--- config.mk ---
export PLATFORM = sky130hd
export DESIGN_NAME = link_rate_workload_governor_flat
export DESIGN_NICKNAME = d
export VERILOG_FILES = /design/src/design/lrwg_pkg.sv /design/src/design/lrwg_if.sv /design/src/design/link_rate_workload_governor.sv /design/src/design/lrwg_ctrl.sv /design/src/design/lrwg_dp.sv /design/src/flat_wrapper.sv
export SDC_FILE = /design/constraint.sdc
export NUM_CORES = 1
export LEC_CHECK = 0
export ABC_AREA = 1
export BUFFER_PORTS_ARGS = -buffer_cell sky130_fd_sc_hd__buf_2
export CAP_MARGIN = 20
export CORE_MARGIN = 10
export CORE_UTILIZATION = 50
export CTS_CLUSTER_DIAMETER = 80
export DETAILED_ROUTE_END_ITERATION = 12
export PLACE_DENSITY = 0.72
export SLEW_MARGIN = 5
export SYNTH_ARGS = -nofsm -noshare
export SYNTH_HDL_FRONTEND = slang
export SYNTH_SLANG_ARGS = --single-unit
--- constraint.sdc ---
create_clock -name i_clk -period 10.2 [get_ports i_clk]
set_clock_uncertainty 0.2 [all_clocks]
set_input_delay 2.04 -clock i_clk [delete_from_list [all_inputs] [get_ports i_clk]]
set_output_delay 2.04 -clock i_clk [all_outputs]
set_load 0.005 [all_outputs]
--- src/design/lrwg_pkg.sv ---
// ----------------------------------------------------------------------------
// lrwg_pkg
// Shared types, codes and constants of the link-rate workload governor.
// ----------------------------------------------------------------------------
package lrwg_pkg;

    // Widths of the fixed fields
    localparam int GEN_W      = 3;
    localparam int LANE_W     = 3;
    localparam int OPCODE_W   = 2;
    localparam int KIND_W     = 2;
    localparam int BYTES_W    = 32;
    localparam int THR_W      = 13;
    localparam int CFG_IDX_W  = 2;
    localparam int CFG_DATA_W = 3;

    // Byte total width, default for the top level parameter
    localparam int TOTAL_BITS_DEF = 64;

    // KB conversion is a plain shift
    localparam int KB_DIV   = 1024;
    localparam int KB_SHIFT = $clog2(KB_DIV);

    // Threshold arithmetic
    localparam int BW_W          = 16;
    localparam int RETRAIN_SCALE = 10;
    localparam int DVS_W         = 20;   // 10 * (hi - lo) stays below 2^20
    localparam int DVD_W         = 32;   // lo * hi + divisor / 2 stays below 2^32
    localparam int REM_W         = DVS_W + 1;
    localparam int DIV_STEPS     = THR_W;
    localparam int STEP_CNT_W    = $clog2(DIV_STEPS);
    localparam logic [THR_W-1:0] THR_MAX = 13'd6400;

    // Bandwidth table: row = generation - 1, column = lane width code
    localparam int GEN_COUNT  = 5;
    localparam int LANE_COUNT = 5;
    localparam logic [GEN_W-1:0]  GEN_LO   = 3'd1;
    localparam logic [GEN_W-1:0]  GEN_HI   = 3'd5;
    localparam logic [LANE_W-1:0] LANE_MAX = 3'd4;

    localparam logic [BW_W-1:0] BW_TABLE [GEN_COUNT][LANE_COUNT] = '{
        '{16'd312,  16'd625,  16'd1250,  16'd2500,  16'd5000},
        '{16'd625,  16'd1250, 16'd2500,  16'd5000,  16'd10000},
        '{16'd1000, 16'd2000, 16'd4000,  16'd8000,  16'd16000},
        '{16'd2000, 16'd4000, 16'd8000,  16'd16000, 16'd32000},
        '{16'd4000, 16'd8000, 16'd16000, 16'd32000, 16'd64000}
    };

    // Reset configuration and the threshold that follows from it
    localparam logic [GEN_W-1:0]  RESET_MIN_GEN = 3'd1;
    localparam logic [GEN_W-1:0]  RESET_MAX_GEN = 3'd5;
    localparam logic [LANE_W-1:0] RESET_LANE    = 3'd2;
    localparam logic [THR_W-1:0]  RESET_THR     = 13'd136;

    // Register indexes
    localparam logic [CFG_IDX_W-1:0] REG_MIN_GEN = 2'd0;
    localparam logic [CFG_IDX_W-1:0] REG_MAX_GEN = 2'd1;
    localparam logic [CFG_IDX_W-1:0] REG_LANE    = 2'd2;

    // Item opcodes
    localparam logic [OPCODE_W-1:0] OP_IO      = 2'd0;
    localparam logic [OPCODE_W-1:0] OP_TICK    = 2'd1;
    localparam logic [OPCODE_W-1:0] OP_OUTCOME = 2'd2;
    localparam logic [OPCODE_W-1:0] OP_START   = 2'd3;

    // Request kinds
    localparam logic [KIND_W-1:0] KIND_READ  = 2'd0;
    localparam logic [KIND_W-1:0] KIND_WRITE = 2'd1;

    // Retraining phase
    localparam logic [1:0] PH_IDLE     = 2'd0;
    localparam logic [1:0] PH_RETRAIN  = 2'd1;
    localparam logic [1:0] PH_ROLLBACK = 2'd2;

    // Controller to datapath
    typedef struct packed {
        logic accept;     // apply the accepted item
        logic prep;       // table lookup, load divider
        logic div_step;   // one quotient bit
        logic finish;     // store threshold, arm window
        logic load_out;   // capture result item
    } t_dp_cmd;

    // Datapath to controller
    typedef struct packed {
        logic need_div;   // item arms the window: threshold needed
        logic cfg_ok;     // settings give a nonzero-range threshold
    } t_dp_sts;

endpackage

--- src/design/lrwg_if.sv ---
// ----------------------------------------------------------------------------
// lrwg_if
// Channel interfaces: input items, result items and register writes.
// ----------------------------------------------------------------------------
interface lrwg_in_if;
    logic                              valid;
    logic                              ready;
    logic [lrwg_pkg::OPCODE_W-1:0]     opcode;
    logic [lrwg_pkg::KIND_W-1:0]       io_kind;
    logic [lrwg_pkg::BYTES_W-1:0]      io_bytes;
    logic                              retrain_ok;

    modport source (output valid, opcode, io_kind, io_bytes, retrain_ok, input ready);
    modport sink   (input valid, opcode, io_kind, io_bytes, retrain_ok, output ready);
endinterface

interface lrwg_res_if;
    logic                          valid;
    logic                          ready;
    logic                          switch_request;
    logic [lrwg_pkg::GEN_W-1:0]    request_gen;
    logic [lrwg_pkg::GEN_W-1:0]    current_gen_out;
    logic                          active_flag;
    logic                          window_flag;
    logic [lrwg_pkg::THR_W-1:0]    threshold_kb;

    modport source (output valid, switch_request, request_gen, current_gen_out,
                    active_flag, window_flag, threshold_kb, input ready);
    modport sink   (input valid, switch_request, request_gen, current_gen_out,
                    active_flag, window_flag, threshold_kb, output ready);
endinterface

interface lrwg_cfg_if;
    logic                              valid;
    logic                              ready;
    logic [lrwg_pkg::CFG_IDX_W-1:0]    index;
    logic [lrwg_pkg::CFG_DATA_W-1:0]   data;

    modport source (output valid, index, data, input ready);
    modport sink   (input valid, index, data, output ready);
endinterface

--- src/design/link_rate_workload_governor.sv ---
// ----------------------------------------------------------------------------
// link_rate_workload_governor
// Picks a link generation from windowed read/write traffic and requests
// retraining, with rollback on failure.
// ----------------------------------------------------------------------------
// Every input item yields exactly one result item. For most items the result
// register is loaded at acceptance and the next item is taken in the
// following cycle provided the result has been taken (or is taken in the
// same cycle). The exception is a counted I/O request that arms the window:
// it recomputes the KB threshold round(lo*hi / (10*(hi-lo))) from the
// bandwidth table: table lookup and the 16x16 multiply, then the
// one-bit-per-cycle restoring divider, then storing the threshold and
// loading the result; the divider is skipped for unusable settings. No
// further item is taken while that runs. Register writes are taken at any
// time (ready is always high) but are only to be issued with the block idle;
// the threshold is only recomputed when the window is armed by traffic.
// ----------------------------------------------------------------------------
module link_rate_workload_governor #(
    parameter int TOTAL_BITS = lrwg_pkg::TOTAL_BITS_DEF
) (
    input  logic        i_clk,
    input  logic        i_rst_n,
    lrwg_in_if.sink     i_in,
    lrwg_res_if.source  o_out,
    lrwg_cfg_if.sink    i_cfg
);

    lrwg_pkg::t_dp_cmd  cmd;
    lrwg_pkg::t_dp_sts  sts;

    // register writes never stall
    assign i_cfg.ready = 1'b1;

    // Sequencer: owns both handshakes and the divider step count
    lrwg_ctrl u_ctrl (
        .i_clk       (i_clk),
        .i_rst_n     (i_rst_n),
        .i_in_valid  (i_in.valid),
        .o_in_ready  (i_in.ready),
        .o_out_valid (o_out.valid),
        .i_out_ready (o_out.ready),
        .i_sts       (sts),
        .o_cmd       (cmd)
    );

    // Datapath: state, totals, divider, result payload
    lrwg_dp #(
        .TOTAL_BITS (TOTAL_BITS)
    ) u_dp (
        .i_clk             (i_clk),
        .i_rst_n           (i_rst_n),
        .i_cfg_we          (i_cfg.valid),
        .i_cfg_index       (i_cfg.index),
        .i_cfg_data        (i_cfg.data),
        .i_opcode          (i_in.opcode),
        .i_io_kind         (i_in.io_kind),
        .i_io_bytes        (i_in.io_bytes),
        .i_retrain_ok      (i_in.retrain_ok),
        .i_cmd             (cmd),
        .o_sts             (sts),
        .o_switch_request  (o_out.switch_request),
        .o_request_gen     (o_out.request_gen),
        .o_current_gen_out (o_out.current_gen_out),
        .o_active_flag     (o_out.active_flag),
        .o_window_flag     (o_out.window_flag),
        .o_threshold_kb    (o_out.threshold_kb)
    );

endmodule

--- src/design/lrwg_ctrl.sv ---
// ----------------------------------------------------------------------------
// lrwg_ctrl
// Sequencer: handshakes, threshold computation steps, result register valid.
// ----------------------------------------------------------------------------
module lrwg_ctrl (
    input  logic               i_clk,
    input  logic               i_rst_n,
    input  logic               i_in_valid,
    output logic               o_in_ready,
    output logic               o_out_valid,
    input  logic               i_out_ready,
    input  lrwg_pkg::t_dp_sts  i_sts,
    output lrwg_pkg::t_dp_cmd  o_cmd
);

    typedef enum logic [3:0] {
        S_IDLE = 4'b0001,
        S_PREP = 4'b0010,
        S_DIV  = 4'b0100,
        S_DONE = 4'b1000
    } t_state;

    t_state                              r_state, n_state;
    logic [lrwg_pkg::STEP_CNT_W-1:0]     r_cnt, n_cnt;
    logic                                r_out_valid, n_out_valid;
    logic                                out_free;
    logic                                accept;

    assign out_free    = !r_out_valid || i_out_ready;
    assign o_in_ready  = (r_state == S_IDLE) && out_free;
    assign accept      = i_in_valid && o_in_ready;
    assign o_out_valid = r_out_valid;

    always_comb begin
        n_state  = r_state;
        n_cnt    = r_cnt;
        o_cmd    = '0;
        case (r_state)
            S_IDLE: begin
                if (accept) begin
                    o_cmd.accept = 1'b1;
                    if (i_sts.need_div) begin
                        n_state = S_PREP;
                    end else begin
                        o_cmd.load_out = 1'b1;
                    end
                end
            end
            S_PREP: begin
                o_cmd.prep = 1'b1;
                n_cnt      = lrwg_pkg::STEP_CNT_W'(lrwg_pkg::DIV_STEPS - 1);
                n_state    = i_sts.cfg_ok ? S_DIV : S_DONE;
            end
            S_DIV: begin
                o_cmd.div_step = 1'b1;
                n_cnt          = r_cnt - 1'b1;
                if (r_cnt == '0) begin
                    n_state = S_DONE;
                end
            end
            S_DONE: begin
                // result register drained on acceptance, so it is free here
                o_cmd.finish   = 1'b1;
                o_cmd.load_out = 1'b1;
                n_state        = S_IDLE;
            end
            default: begin
                n_state = S_IDLE;
            end
        endcase
    end

    always_comb begin
        if (o_cmd.load_out) begin
            n_out_valid = 1'b1;
        end else if (i_out_ready) begin
            n_out_valid = 1'b0;
        end else begin
            n_out_valid = r_out_valid;
        end
    end

    always_ff @(posedge i_clk) begin
        if (!i_rst_n) begin
            r_state     <= S_IDLE;
            r_cnt       <= '0;
            r_out_valid <= 1'b0;
        end else begin
            r_state     <= n_state;
            r_cnt       <= n_cnt;
            r_out_valid <= n_out_valid;
        end
    end

endmodule

--- src/design/lrwg_dp.sv ---
// ----------------------------------------------------------------------------
// lrwg_dp
// Datapath: configuration, byte totals, generation state, threshold divider
// and the result register.
// ----------------------------------------------------------------------------
module lrwg_dp #(
    parameter int TOTAL_BITS = lrwg_pkg::TOTAL_BITS_DEF
) (
    input  logic                              i_clk,
    input  logic                              i_rst_n,
    // register writes
    input  logic                              i_cfg_we,
    input  logic [lrwg_pkg::CFG_IDX_W-1:0]    i_cfg_index,
    input  logic [lrwg_pkg::CFG_DATA_W-1:0]   i_cfg_data,
    // item payload
    input  logic [lrwg_pkg::OPCODE_W-1:0]     i_opcode,
    input  logic [lrwg_pkg::KIND_W-1:0]       i_io_kind,
    input  logic [lrwg_pkg::BYTES_W-1:0]      i_io_bytes,
    input  logic                              i_retrain_ok,
    // control
    input  lrwg_pkg::t_dp_cmd                 i_cmd,
    output lrwg_pkg::t_dp_sts                 o_sts,
    // result payload
    output logic                              o_switch_request,
    output logic [lrwg_pkg::GEN_W-1:0]        o_request_gen,
    output logic [lrwg_pkg::GEN_W-1:0]        o_current_gen_out,
    output logic                              o_active_flag,
    output logic                              o_window_flag,
    output logic [lrwg_pkg::THR_W-1:0]        o_threshold_kb
);

    localparam int KB_W = TOTAL_BITS - lrwg_pkg::KB_SHIFT;

    // configuration
    logic [lrwg_pkg::GEN_W-1:0]   r_min_gen, r_max_gen;
    logic [lrwg_pkg::LANE_W-1:0]  r_lane;

    // governor state
    logic [TOTAL_BITS-1:0]        r_rd_tot, n_rd_tot, r_wr_tot, n_wr_tot;
    logic [lrwg_pkg::GEN_W-1:0]   r_cur_gen, n_cur_gen, r_tgt_gen, n_tgt_gen;
    logic                         r_gov_on, n_gov_on, r_armed, n_armed;
    logic [1:0]                   r_phase, n_phase;
    logic [lrwg_pkg::THR_W-1:0]   r_thr, n_thr;

    // divider
    logic                         r_cfg_ok;
    logic [lrwg_pkg::REM_W-1:0]   r_rem;
    logic [lrwg_pkg::THR_W-1:0]   r_dvd_lo;
    logic [lrwg_pkg::DVS_W-1:0]   r_dvs;
    logic [lrwg_pkg::THR_W-1:0]   r_quo;

    // result register
    logic                         r_o_req;
    logic [lrwg_pkg::GEN_W-1:0]   r_o_req_gen, r_o_cur_gen;
    logic                         r_o_act, r_o_win;
    logic [lrwg_pkg::THR_W-1:0]   r_o_thr;

    logic                         kind_counted;
    logic [TOTAL_BITS:0]          rd_sum, wr_sum;
    logic [TOTAL_BITS-1:0]        rd_sat, wr_sat;
    logic                         hit;
    logic [lrwg_pkg::GEN_W-1:0]   pick;
    logic                         req;
    logic [lrwg_pkg::GEN_W-1:0]   req_gen;

    // threshold preparation
    logic                         min_ok, max_ok, lane_ok;
    logic [lrwg_pkg::GEN_W-1:0]   min_idx, max_idx;
    logic [lrwg_pkg::LANE_W-1:0]  lane_idx;
    logic [lrwg_pkg::BW_W-1:0]    bw_lo, bw_hi, bw_diff;
    logic [lrwg_pkg::DVD_W-1:0]   prod, dividend;
    logic [lrwg_pkg::DVS_W-1:0]   divisor;
    logic [lrwg_pkg::REM_W-1:0]   trial;
    logic                         trial_ge;

    // ---------------- item decode and state update ----------------
    assign kind_counted = (i_io_kind == lrwg_pkg::KIND_READ) ||
                          (i_io_kind == lrwg_pkg::KIND_WRITE);

    assign rd_sum = (TOTAL_BITS+1)'(r_rd_tot) + (TOTAL_BITS+1)'(i_io_bytes);
    assign wr_sum = (TOTAL_BITS+1)'(r_wr_tot) + (TOTAL_BITS+1)'(i_io_bytes);
    assign rd_sat = rd_sum[TOTAL_BITS] ? '1 : rd_sum[TOTAL_BITS-1:0];
    assign wr_sat = wr_sum[TOTAL_BITS] ? '1 : wr_sum[TOTAL_BITS-1:0];

    assign hit  = (r_rd_tot[TOTAL_BITS-1:lrwg_pkg::KB_SHIFT] >= KB_W'(r_thr)) ||
                  (r_wr_tot[TOTAL_BITS-1:lrwg_pkg::KB_SHIFT] >= KB_W'(r_thr));
    assign pick = hit ? r_max_gen : r_min_gen;

    assign o_sts.need_div = (i_opcode == lrwg_pkg::OP_IO) && r_gov_on &&
                            kind_counted && !r_armed;

    always_comb begin
        n_rd_tot  = r_rd_tot;
        n_wr_tot  = r_wr_tot;
        n_cur_gen = r_cur_gen;
        n_tgt_gen = r_tgt_gen;
        n_gov_on  = r_gov_on;
        n_armed   = r_armed;
        n_phase   = r_phase;
        n_thr     = r_thr;
        req       = 1'b0;
        req_gen   = r_tgt_gen;
        if (i_cmd.accept) begin
            case (i_opcode)
                lrwg_pkg::OP_IO: begin
                    // arming is finished later by the threshold sequence
                    if (r_gov_on && kind_counted) begin
                        if (i_io_kind == lrwg_pkg::KIND_READ) begin
                            n_rd_tot = rd_sat;
                        end else begin
                            n_wr_tot = wr_sat;
                        end
                    end
                end
                lrwg_pkg::OP_TICK: begin
                    if (r_armed) begin
                        if (!r_gov_on) begin
                            n_armed = 1'b0;
                        end else begin
                            n_rd_tot = '0;
                            n_wr_tot = '0;
                            if ((r_phase != lrwg_pkg::PH_RETRAIN) &&
                                (r_phase != lrwg_pkg::PH_ROLLBACK)) begin
                                n_tgt_gen = pick;
                                if (pick != r_cur_gen) begin
                                    req     = 1'b1;
                                    req_gen = pick;
                                    n_phase = lrwg_pkg::PH_RETRAIN;
                                end
                            end
                        end
                    end
                end
                lrwg_pkg::OP_OUTCOME: begin
                    case (r_phase)
                        lrwg_pkg::PH_RETRAIN: begin
                            if (i_retrain_ok) begin
                                n_cur_gen = r_tgt_gen;
                                n_phase   = lrwg_pkg::PH_IDLE;
                            end else begin
                                req     = 1'b1;
                                req_gen = r_cur_gen;
                                n_phase = lrwg_pkg::PH_ROLLBACK;
                            end
                        end
                        lrwg_pkg::PH_ROLLBACK: begin
                            if (!i_retrain_ok) begin
                                n_gov_on = 1'b0;
                            end
                            n_phase = lrwg_pkg::PH_IDLE;
                        end
                        default: begin
                        end
                    endcase
                end
                lrwg_pkg::OP_START: begin
                    if (r_gov_on) begin
                        n_armed = 1'b1;
                    end
                end
                default: begin
                end
            endcase
        end
        if (i_cmd.finish) begin
            n_thr   = r_cfg_ok ? r_quo : '0;
            n_armed = (n_thr != '0);
        end
    end

    // ---------------- threshold preparation ----------------
    assign min_ok  = (r_min_gen >= lrwg_pkg::GEN_LO) && (r_min_gen <= lrwg_pkg::GEN_HI);
    assign max_ok  = (r_max_gen >= lrwg_pkg::GEN_LO) && (r_max_gen <= lrwg_pkg::GEN_HI);
    assign lane_ok = (r_lane <= lrwg_pkg::LANE_MAX);
    assign min_idx  = min_ok  ? r_min_gen - lrwg_pkg::GEN_LO : '0;
    assign max_idx  = max_ok  ? r_max_gen - lrwg_pkg::GEN_LO : '0;
    assign lane_idx = lane_ok ? r_lane : '0;

    assign bw_lo   = lrwg_pkg::BW_TABLE[min_idx][lane_idx];
    assign bw_hi   = lrwg_pkg::BW_TABLE[max_idx][lane_idx];
    assign bw_diff = bw_hi - bw_lo;

    assign o_sts.cfg_ok = min_ok && max_ok && lane_ok && (bw_lo < bw_hi);

    assign prod     = lrwg_pkg::DVD_W'(bw_lo) * lrwg_pkg::DVD_W'(bw_hi);
    assign divisor  = lrwg_pkg::DVS_W'(bw_diff) *
                      lrwg_pkg::DVS_W'(lrwg_pkg::RETRAIN_SCALE);
    // rounding: add half the divisor before dividing
    assign dividend = prod + lrwg_pkg::DVD_W'(divisor >> 1);

    // restoring divider step; the quotient is known to fit THR_W bits,
    // so the upper dividend bits start as the partial remainder
    assign trial    = {r_rem[lrwg_pkg::REM_W-2:0], r_dvd_lo[lrwg_pkg::THR_W-1]};
    assign trial_ge = (trial >= lrwg_pkg::REM_W'(r_dvs));

    always_ff @(posedge i_clk) begin
        if (i_cmd.prep) begin
            r_rem    <= lrwg_pkg::REM_W'(dividend[lrwg_pkg::DVD_W-1:lrwg_pkg::THR_W]);
            r_dvd_lo <= dividend[lrwg_pkg::THR_W-1:0];
            r_dvs    <= divisor;
            r_quo    <= '0;
            r_cfg_ok <= o_sts.cfg_ok;
        end else if (i_cmd.div_step) begin
            r_rem    <= trial_ge ? trial - lrwg_pkg::REM_W'(r_dvs) : trial;
            r_dvd_lo <= {r_dvd_lo[lrwg_pkg::THR_W-2:0], 1'b0};
            r_quo    <= {r_quo[lrwg_pkg::THR_W-2:0], trial_ge};
        end
    end

    // ---------------- state registers ----------------
    always_ff @(posedge i_clk) begin
        if (!i_rst_n) begin
            r_min_gen <= lrwg_pkg::RESET_MIN_GEN;
            r_max_gen <= lrwg_pkg::RESET_MAX_GEN;
            r_lane    <= lrwg_pkg::RESET_LANE;
            r_rd_tot  <= '0;
            r_wr_tot  <= '0;
            r_cur_gen <= lrwg_pkg::RESET_MAX_GEN;
            r_tgt_gen <= lrwg_pkg::RESET_MAX_GEN;
            r_gov_on  <= (lrwg_pkg::RESET_THR != '0);
            r_armed   <= 1'b0;
            r_phase   <= lrwg_pkg::PH_IDLE;
            r_thr     <= lrwg_pkg::RESET_THR;
        end else begin
            if (i_cfg_we) begin
                case (i_cfg_index)
                    lrwg_pkg::REG_MIN_GEN: r_min_gen <= i_cfg_data;
                    lrwg_pkg::REG_MAX_GEN: r_max_gen <= i_cfg_data;
                    lrwg_pkg::REG_LANE:    r_lane    <= i_cfg_data;
                    default: begin
                    end
                endcase
            end
            r_rd_tot  <= n_rd_tot;
            r_wr_tot  <= n_wr_tot;
            r_cur_gen <= n_cur_gen;
            r_tgt_gen <= n_tgt_gen;
            r_gov_on  <= n_gov_on;
            r_armed   <= n_armed;
            r_phase   <= n_phase;
            r_thr     <= n_thr;
        end
    end

    // ---------------- result register ----------------
    always_ff @(posedge i_clk) begin
        if (i_cmd.load_out) begin
            r_o_req     <= req;
            r_o_req_gen <= req ? req_gen : n_tgt_gen;
            r_o_cur_gen <= n_cur_gen;
            r_o_act     <= n_gov_on;
            r_o_win     <= n_armed;
            r_o_thr     <= n_thr;
        end
    end

    assign o_switch_request  = r_o_req;
    assign o_request_gen     = r_o_req_gen;
    assign o_current_gen_out = r_o_cur_gen;
    assign o_active_flag     = r_o_act;
    assign o_window_flag     = r_o_win;
    assign o_threshold_kb    = r_o_thr;

endmodule

--- src/flat_wrapper.sv ---
// flat-port wrapper written by rule: the top's interface ports become plain ports
module link_rate_workload_governor_flat 
#(
    parameter int TOTAL_BITS = lrwg_pkg::TOTAL_BITS_DEF
)
  (i_clk, i_rst_n, i_in_valid, i_in_opcode, i_in_io_kind, i_in_io_bytes, i_in_retrain_ok, i_in_ready, o_out_valid, o_out_switch_request, o_out_request_gen, o_out_current_gen_out, o_out_active_flag, o_out_window_flag, o_out_threshold_kb, o_out_ready, i_cfg_valid, i_cfg_index, i_cfg_data, i_cfg_ready);
  lrwg_in_if i_in_i ();
  lrwg_res_if o_out_i ();
  lrwg_cfg_if i_cfg_i ();
  input  logic i_clk;
  input  logic i_rst_n;
  input wire logic [$bits(i_in_i.valid)-1:0] i_in_valid;
  input wire logic [$bits(i_in_i.opcode)-1:0] i_in_opcode;
  input wire logic [$bits(i_in_i.io_kind)-1:0] i_in_io_kind;
  input wire logic [$bits(i_in_i.io_bytes)-1:0] i_in_io_bytes;
  input wire logic [$bits(i_in_i.retrain_ok)-1:0] i_in_retrain_ok;
  output wire logic [$bits(i_in_i.ready)-1:0] i_in_ready;
  output wire logic [$bits(o_out_i.valid)-1:0] o_out_valid;
  output wire logic [$bits(o_out_i.switch_request)-1:0] o_out_switch_request;
  output wire logic [$bits(o_out_i.request_gen)-1:0] o_out_request_gen;
  output wire logic [$bits(o_out_i.current_gen_out)-1:0] o_out_current_gen_out;
  output wire logic [$bits(o_out_i.active_flag)-1:0] o_out_active_flag;
  output wire logic [$bits(o_out_i.window_flag)-1:0] o_out_window_flag;
  output wire logic [$bits(o_out_i.threshold_kb)-1:0] o_out_threshold_kb;
  input wire logic [$bits(o_out_i.ready)-1:0] o_out_ready;
  input wire logic [$bits(i_cfg_i.valid)-1:0] i_cfg_valid;
  input wire logic [$bits(i_cfg_i.index)-1:0] i_cfg_index;
  input wire logic [$bits(i_cfg_i.data)-1:0] i_cfg_data;
  output wire logic [$bits(i_cfg_i.ready)-1:0] i_cfg_ready;
  assign i_in_i.valid = i_in_valid;
  assign i_in_i.opcode = i_in_opcode;
  assign i_in_i.io_kind = i_in_io_kind;
  assign i_in_i.io_bytes = i_in_io_bytes;
  assign i_in_i.retrain_ok = i_in_retrain_ok;
  assign i_in_ready = i_in_i.ready;
  assign o_out_valid = o_out_i.valid;
  assign o_out_switch_request = o_out_i.switch_request;
  assign o_out_request_gen = o_out_i.request_gen;
  assign o_out_current_gen_out = o_out_i.current_gen_out;
  assign o_out_active_flag = o_out_i.active_flag;
  assign o_out_window_flag = o_out_i.window_flag;
  assign o_out_threshold_kb = o_out_i.threshold_kb;
  assign o_out_i.ready = o_out_ready;
  assign i_cfg_i.valid = i_cfg_valid;
  assign i_cfg_i.index = i_cfg_index;
  assign i_cfg_i.data = i_cfg_data;
  assign i_cfg_ready = i_cfg_i.ready;
  link_rate_workload_governor #(.TOTAL_BITS(TOTAL_BITS)) u_core (.i_clk(i_clk), .i_rst_n(i_rst_n), .i_in(i_in_i), .o_out(o_out_i), .i_cfg(i_cfg_i));
endmodule
==> impl_metrics.toml <==
[status]
status = "finished, final reports clean"

[sta]
maxSlewViolCount = 0
fin_crit_sh_pct = 94.09
max-slew-margin-rel_pct = 25.93
rsz0062_at_grt = "false"
hold_viol = 0
fmax_ghz = 0.1042
fin_crit_ns = 9.597
setup_tns_ns = 0
worst-slew-pin-transition_ns = 1.099
setup_ws_ns = 0.6032
setup-violations-final = 0

[grt]
grt_max_degree = 85
antenna_found_initial = 3
grt-ovfl-total = 0
grt_pass1_wl_mm = 151.1
grt_pass1_vias = 27420
grt_use_total_pct = 26.82

[synth]
synthSimpleGateAreaFrac_pct = 26.05
syn_area_um2 = 30450
synth-edff-count = 74
synthXorXnorAreaFrac_pct = 3.135
syn-instance-count = 4430
synth_top_family_by_area = "adder cells"
synthTopCellsByArea = "fa_1, nand2_1, dfxtp_1, ha_1, inv_1"
synth_compound_area_share_pct = 13.25
synth_flop_cell = "dfxtp_1"
yosysTopAreaCell = "fa_1"
yosysTopAreaCellShare_pct = 14.33
synthAdderAreaFrac_pct = 26.29
synth.distinct_cells = 66
yosysWarnings = 0
synth-async-reset-ratio_pct = 0
yosys-mux-area-fraction_pct = 0
ys_seq_area_share_pct = 19.33
synth_area_per_cell_um2 = 6.874
ys_top_cells_by_count = "nand2_1, inv_1, nor2_1"
yosysMostFrequentCell = "nand2_1"
synth_seq_cells = 257

[setup_path]
crit_required_ns = 10.26
critPathLaunchType = "register"
crit_arrival_ns = 9.66
crit_type = "reg2reg"
worst_path_largest_cell_delay_ns = 0.54
critPathBufInv = 6
crit_slowest_cell = "fa_1"
crit_family = "adder cells"
endpoint = "u_core.u_dp.r_rem[18]"
worst-r2r-setup-slack_ns = 0.60
crit_cells = 44
ff2ff_path_depth = 44
endpoint_kind = "register"
crit_fanout = 6
reg2reg_to = "u_core.u_dp.r_rem[18]"
reg2reg_from = "u_core.u_dp.r_min_gen[1]"
worst_path_most_repeated_cell = "inv_1"
crit_start = "u_core.u_dp.r_min_gen[1]"

[layout]
nets = 5063
final_area_um2 = 33160
drive_gt1_share_pct = 6.792
area_growth_pct = 8.879

[detailed_routing]
dr.pass1.iters = 6
num_vias = 29100
finalWirelength_mm = 97.00
viasPerCell = 5.471
drc = 0
final_antenna_net_count = 0
drtIter0Drc = 2746
routedWlPerCell_um = 18.24

[place]
dp_slack_ns = 0.3905
portBuffers = 70
dpl-instance-area_um2 = 31730
place_hpwl_mm = 78.02
place.gp.congestion = 1.030

[floorplanning]
die_y_um = 266.8
io_pins = 72
die_x_um = 266.8
start_util_pct = 50.45
core_area_um2 = 60360
rows = 90
die-area_um2 = 71170

[clock_network]
numClockSinks = 257
clk_latency_ns = 0.56
cts_buffer_depth = 3
cts_tree = "built"
root_buffer = "clkbuf_16"
path_clk_slew_ns = 0.06
h-tree-depth = 2
numCtsBuffers = 36
cts_hold_buf = 0

[hold_path]
worstHoldPathType = "reg2reg"

[run]
drv_cap = 0
[registers in the layout, summed over array words and instances (netlist names), 4 cells and up]
signal and flops:
u_core.u_dp.r_wr_tot 64, u_core.u_ctrl.r_cnt 4, u_core.u_dp.r_rd_tot 64, u_core.u_dp.r_dvs 19
u_core.u_dp.o_threshold_kb 13, u_core.u_dp.r_thr 13, u_core.u_dp.r_rem 20, u_core.u_ctrl.r_state 4
u_core.u_dp.r_quo 13, u_core.u_dp.r_dvd_lo 13
[how the worst min path moves through the flow]
stage                      startpoint                endpoint  slack [ns]  cells after the start
2_1_floorplan   u_core.u_dp.r_quo[12]   u_core.u_dp.r_quo[12]        0.23                      2
3_3_place_gp    u_core.u_dp.r_quo[12]   u_core.u_dp.r_quo[12]        0.25                      2
3_5_place_dp    u_core.u_dp.r_quo[12]   u_core.u_dp.r_quo[12]        0.25                      2
4_1_cts        u_core.u_ctrl.r_cnt[0]  u_core.u_ctrl.r_cnt[0]        0.27                      2
5_1_grt        u_core.u_ctrl.r_cnt[0]  u_core.u_ctrl.r_cnt[0]        0.28                      2
6_report       u_core.u_ctrl.r_cnt[0]  u_core.u_ctrl.r_cnt[0]        0.26                      2
[stage by stage]
step	instances	hold WS, ns	utilization, %
floorplan	4453	0.2281	-
global placement	5242	0.2462	52.56
detailed placement	5242	0.2539	52.56
CTS	5308	0.2653	54.67
global route	5318	0.2812	54.93
finish	5319	0.2640	54.93
[metal layers]
| layer | wire, um | up-vias | GRT usage [%] |
|---|---|---|---|
| met5 | 17 | - | 0 |
| met4 | 4581 | 4 | 11.56 |
| met3 | 7018 | 222 | 4.279 |
| met2 | 45950 | 1077 | 45.35 |
| met1 | 39440 | 13580 | 33.35 |
| li1 | - | 14220 | - |
[cells in the final DEF, fill, tap and decap left out, types with 6 or more instances in the layout]
master,instances
nand2_1,1050
inv_1,803
nor2_1,420
a21oi_1,343
ha_1,291
nand3_1,218
fa_1,218
dfxtp_1,182
o21ai_0,161
nor3_1,89
edfxtp_1,74
buf_2,70
xor2_1,63
buf_4,54
xnor2_1,46
clkbuf_16,37
o21ai_1,33
a31oi_1,30
nand4_1,27
conb_1,25
o22ai_1,23
or2_2,23
nor4_1,22
a21o_1,18
o21ai_2,17
inv_2,17
o211ai_1,15
o21bai_1,14
nand2_2,12
o21a_1,12
nand3b_1,10
clkinv_2,8
a21oi_2,7
nor2_4,7
clkinv_1,6
nor2_2,6
nand3_2,6
bufinv_16,6
[timing repair]
action / in CTS / in global routing
endpoints found under the setup margin: 0 / 15
hold endpoints to repair: 0 / 0
buffers inserted: 0 / 7
gates resized for setup: 0 / 16
[tightest hold or removal path: stages, from the launching register on]
cell and delay, ns:
dfxtp_1 0.30, nand2_1 0.06, a21oi_1 0.05
[area by class of cell]
cell class,instances,area [um^2]
Antenna cell,2,5.005
Clock buffer,43,978.4
Clock inverter,23,291.5
Fill cell,5920,27200
Inverter,826,3107
Multi-Input combinational cell,3260,21110
Sequential cell,257,5887
Tap cell,782,978.4
Timing Repair Buffer,126,803.3
[logic make-up (layout without fill, tap and decap cells)]
family,after synthesis,count (layout)
adders and majority gates,509,509
AOI/OAI and AO/OA,712,712
other,2,27
and+or+nand+nor,1905,1905
buffers and inverters,936,1018
DFF,257,257
xor gates and xnor gates,109,109
Power is left out: the tool's default activity adds up to more than one toggle a clock period on the data nets, which glitch-free logic cannot reach.
